## src/hdl/p2c_ram.sv

```systemverilog
// Generic single-write, single-read RAM with registered read data.
// No dependencies; read during write to the same address returns old data.
`default_nettype none

module p2c_ram #(
  parameter int WIDTH = 12,
  parameter int DEPTH = 256
) (
  input  wire logic                     clk_i,
  input  wire logic                     we_i,
  input  wire logic [$clog2(DEPTH)-1:0] waddr_i,
  input  wire logic [WIDTH-1:0]         wdata_i,
  input  wire logic                     re_i,
  input  wire logic [$clog2(DEPTH)-1:0] raddr_i,
  output      logic [WIDTH-1:0]         rdata_o
);

  logic [WIDTH-1:0] mem_q [DEPTH];
  logic [WIDTH-1:0] rdata_q;

  // write port
  always_ff @(posedge clk_i) begin
    if (we_i) begin
      mem_q[waddr_i] <= wdata_i;
    end
  end

  // registered read port, holds while re_i is low
  always_ff @(posedge clk_i) begin
    if (re_i) begin
      rdata_q <= mem_q[raddr_i];
    end
  end

  assign rdata_o = rdata_q;

endmodule

`default_nettype wire

```

## config.mk

```make
export PLATFORM = sky130hd
export DESIGN_NAME = p2c_ram
export DESIGN_NICKNAME = d
export VERILOG_FILES = /design/src/hdl/p2c_ram.sv
export SDC_FILE = /design/constraint.sdc
export NUM_CORES = 2
export LEC_CHECK = 0
export BUFFER_PORTS_ARGS = -buffer_cell sky130_fd_sc_hd__buf_4
export CORE_UTILIZATION = 45
export DETAILED_ROUTE_END_ITERATION = 16
export GPL_TIMING_DRIVEN = 0
export HOLD_SLACK_MARGIN = 0.12
export PLACE_DENSITY_LB_ADDON = 0.08
export SYNTH_ARGS = -nofsm -noshare
export SYNTH_HDL_FRONTEND = slang
export SYNTH_SLANG_ARGS = --single-unit
```

## constraint.sdc

```tcl
create_clock -name clk_i -period 4.4 [get_ports clk_i]
set_input_delay 0.88 -clock clk_i [delete_from_list [all_inputs] [get_ports clk_i]]
set_output_delay 0.88 -clock clk_i [all_outputs]
set_load 0.02 [all_outputs]
```

==> out/metrics.json <==
{
  "synthesis": {
    "synth_edf_count": 3084,
    "yosys_most_used_dff": "edfxtp_1",
    "synth_async_sr_flop_share_pct": 0,
    "syn_inst": 5506,
    "ys_seq_elements": 3084,
    "fraction_of_the_yosys_area_taken_by_sequential_cells_pct": 78.0,
    "syn_avg_cell_area_sq_um": 21.6,
    "synth.cell_area_sq_um": 119000,
    "synth_nets": 5537,
    "netlist-cell-type-count": 60,
    "yosys_warnings": 0
  },
  "finish": {
    "post-route-cell-area_sq_um": 136000,
    "areaGrowthSynthToFinish_pct": 14.8,
    "final_layout_size_suffix_gt1_share_pct": 26.6,
    "post-route-util_pct": 52.0,
    "nets": 6025,
    "fillerInstances": 20600
  },
  "hold_path": {
    "min-delay-path-class": "in -> reg"
  },
  "clock_network": {
    "ctsHtreeMaxLevel": 5,
    "cts_num_sinks": 3084,
    "worstSkewPairLatency_ns": 0.93,
    "cts-buffers-inserted": 335,
    "root_buffer_master": "clkbuf_16",
    "ctsLongestPathBuffers": 4,
    "cts_tree": "built",
    "clk_pin_slew_worst_paths_ns": 0.06
  },
  "global_routing": {
    "antenna_found_initial": 41,
    "global_route_wire_length_before_repair_um": 578000,
    "gr-usage-all-layers_pct": 33.4,
    "maximum_number_of_pins_on_one_net_before_global_route_repair": 153,
    "grt_overflow_total": 0,
    "via_count_of_the_first_global_routing_pass": 61200
  },
  "pwr": {
    "p_leak_nw": 42.3,
    "power_density_nw_per_um2": 465,
    "power.ir.vdd_worst_uv": 321
  },
  "timing": {
    "worst_pin_slew_ns": 1.60,
    "hold_violations": 0,
    "setup_violations": 19,
    "post-route-period-util_pct": 106,
    "slew_headroom_pct": -6.65,
    "final_critical_path_setup_slack_ns": -0.279,
    "max_freq_mhz": 214,
    "drv_slew": 22,
    "whs_ns": 0.375,
    "final_period_minus_worst_setup_slack_ns": 4.68,
    "skew_ns": 0.0871,
    "grt_setup_unrepaired": "no"
  },
  "run_status": {
    "failed_checks": "capacitance limit, slew limit, setup timing",
    "status": "finished, violations left"
  },
  "place": {
    "place.gp.congestion": 0.982,
    "estimated_wirelength_of_the_detail_placed_design_um": 298000,
    "io_buffers": 33,
    "place_area_sq_um": 126000
  },
  "floorplanning": {
    "floorplan.die_area_sq_um": 266000,
    "io_pins": 43,
    "floorplan.initialDensity_pct": 45.3,
    "std_cell_rows": 188,
    "design.core.area_sq_um": 262000,
    "fp.dieH_um": 516,
    "die_w_um": 516
  },
  "routing": {
    "initialDrtViolationCount": 11800,
    "post_drt_wl_per_cell_um": 45.6,
    "totalWireLength_um": 444000,
    "postRouteAntennaNets": 0,
    "dr.pass1.iters": 8,
    "remaining_drc_errors": 0,
    "post_drt_via_cell_ratio": 6.66,
    "routed-via-count": 65000
  },
  "setup_path": {
    "worst_setup_path_start_kind": "primary input",
    "critical_path_required_ns": 5.04,
    "critPathMaxFanout": 10,
    "critPathArrivalTime_ns": 5.32,
    "endpoint_kind": "flop",
    "timing.setup.critical_path_class": "in -> reg"
  },
  "flow_run": {
    "cap_violations": 3
  }
}
-- placed cells by master (no fill, tap or decap), types with 21 or more instances in the layout --
cell type	n
a21oi_1	121
a22oi_1	215
buf_12	21
buf_16	29
buf_2	64
buf_4	91
buf_6	51
buf_8	72
clkbuf_1	185
clkbuf_16	340
clkbuf_2	38
clkinv_1	70
clkinv_2	39
edfxtp_1	3084
mux2_2	28
mux2i_1	223
mux4_2	636
nand2_1	43
nand3_1	32
nor2_1	179
nor2_2	119
nor2b_1	37
o21ai_0	33
o221ai_1	53
o22ai_1	88
-- synthesized netlist by cell type (5+ instances only) --
cell type     n  area share (%)
o21ai_0      34            0.14
nor2b_1      37            0.19
o22ai_1      88            0.46
a31oi_1      16           0.084
nand2b_1      9           0.047
buf_4        33            0.21
mux2i_1     223             1.9
mux2_2       28            0.27
nand4_1      13           0.068
buf_1        15           0.047
nor4_1       34            0.18
clkbuf_1    153            0.48
a211oi_1     20            0.13
a22o_1       19            0.14
a311oi_1      5           0.037
nand2_1      45            0.14
buf_6        35            0.33
mux4_2      636              12
and3_1        6           0.032
buf_8        14            0.18
a221oi_1     19            0.14
mux2_1        7           0.066
or2_2         6           0.032
o32ai_1      11           0.081
o221ai_1     53            0.39
nand3_1      32            0.13
buf_12       16            0.27
nor2_1      302            0.95
edfxtp_1   3084              78
o31ai_1       5           0.032
a22oi_1     215             1.4
a21oi_1     121            0.51
and3b_1       7           0.052
buf_2        72            0.30
nor3_1       33            0.14
-- layer usage --
layer | routed length [um] | share of wire, % | global-route usage (%) | vias to the layer above
li1 | - | - | - | 24300
met3 | 55500 | 12 | 10.6 | 823
met4 | 21700 | 4.9 | 14.2 | 16
met5 | 110 | 0.025 | 0 | -
met1 | 173000 | 39 | 46.4 | 35500
met2 | 194000 | 44 | 48.6 | 4371
-- worst max-delay path, cell delays in order --
cell and delay [ns]:
buf_2 0.33, buf_4 0.47, buf_2 0.51, clkdlybuf4s18_2 0.67
mux4_2 0.41, a221oi_2 0.81, o32ai_2 0.41, nor3_4 0.53
nor4_2 0.20
-- power by group --
part | switching, mW | internal [mW]
logic | 2.97 | 1.09
registers | 0.0239 | 32.4
clock network | 11.7 | 15.2
-- cells by family (layout without fill, tap and decap cells) --
family	count (synthesis)	in the layout	share of synthesized area [%]
flip-flops	3084	3084	78.0
multiplexers	894	894	14.3
AO/OA/AOI/OAI	637	637	3.74
AND/OR/NAND/NOR	550	550	2.17
buffers and inverters	341	1059	1.83
other	0	15	0
-- sequential cells by signal, indices dropped and copies added (netlist names) --
| name | cells |
|---|---|
| rdata_o | 12 |
| mem_q | 3072 |
-- worst paths after layout --
| check | from | endpoint | slack, ns | cells past startpoint |
|---|---|---|---|---|
| max | raddr_i[1] | rdata_o[7] | -0.28 | 9 |
| min | wdata_i[1] | mem_q[182][1] | 0.38 | 1 |
| max reg2reg | mem_q[115][7] | rdata_o[7] | 1.15 | 6 |
| min reg2reg | mem_q[224][10] | rdata_o[10] | 1.18 | 5 |
-- repair_timing --
item / 4_1_cts / 5_1_grt
hold buffers: 0 / 0
endpoints found under the setup margin: 12 / 6
buffers inserted: 0 / 0
resized for setup: 82 / 8
cloned: 0 / 0
pin swaps: 1 / 0
-- layout make-up --
class                   instances  area (sq um)  area share, %
well taps                    3515          4400           3.22
plain buffers                 335          2270           1.66
diodes                         15          37.5         0.0275
clock inverters               152          1330          0.974
inverters                       3          12.5        0.00917
clock buffers                 415          8790           6.44
flip-flops and latches       3084         92600           67.9
multi-input cells            2081         24600           18.1
repair buffers                154          2290           1.68
-- through the flow --
step	std cells	setup slack, ns	setup TNS (ns)	power, mW
2_1_floorplan	5506	1.46	0	34.6
6_report	9754	-0.279	-1.72	63.4
4_1_cts	9722	-0.00725	-0.00725	63.3
3_5_place_dp	9158	-2.63	-306.36	36.9
5_1_grt	9741	0.00901	0	64.4
3_3_place_gp	9054	-3.99	-1122.38	36.9
Power figures use the tool's default switching activity.
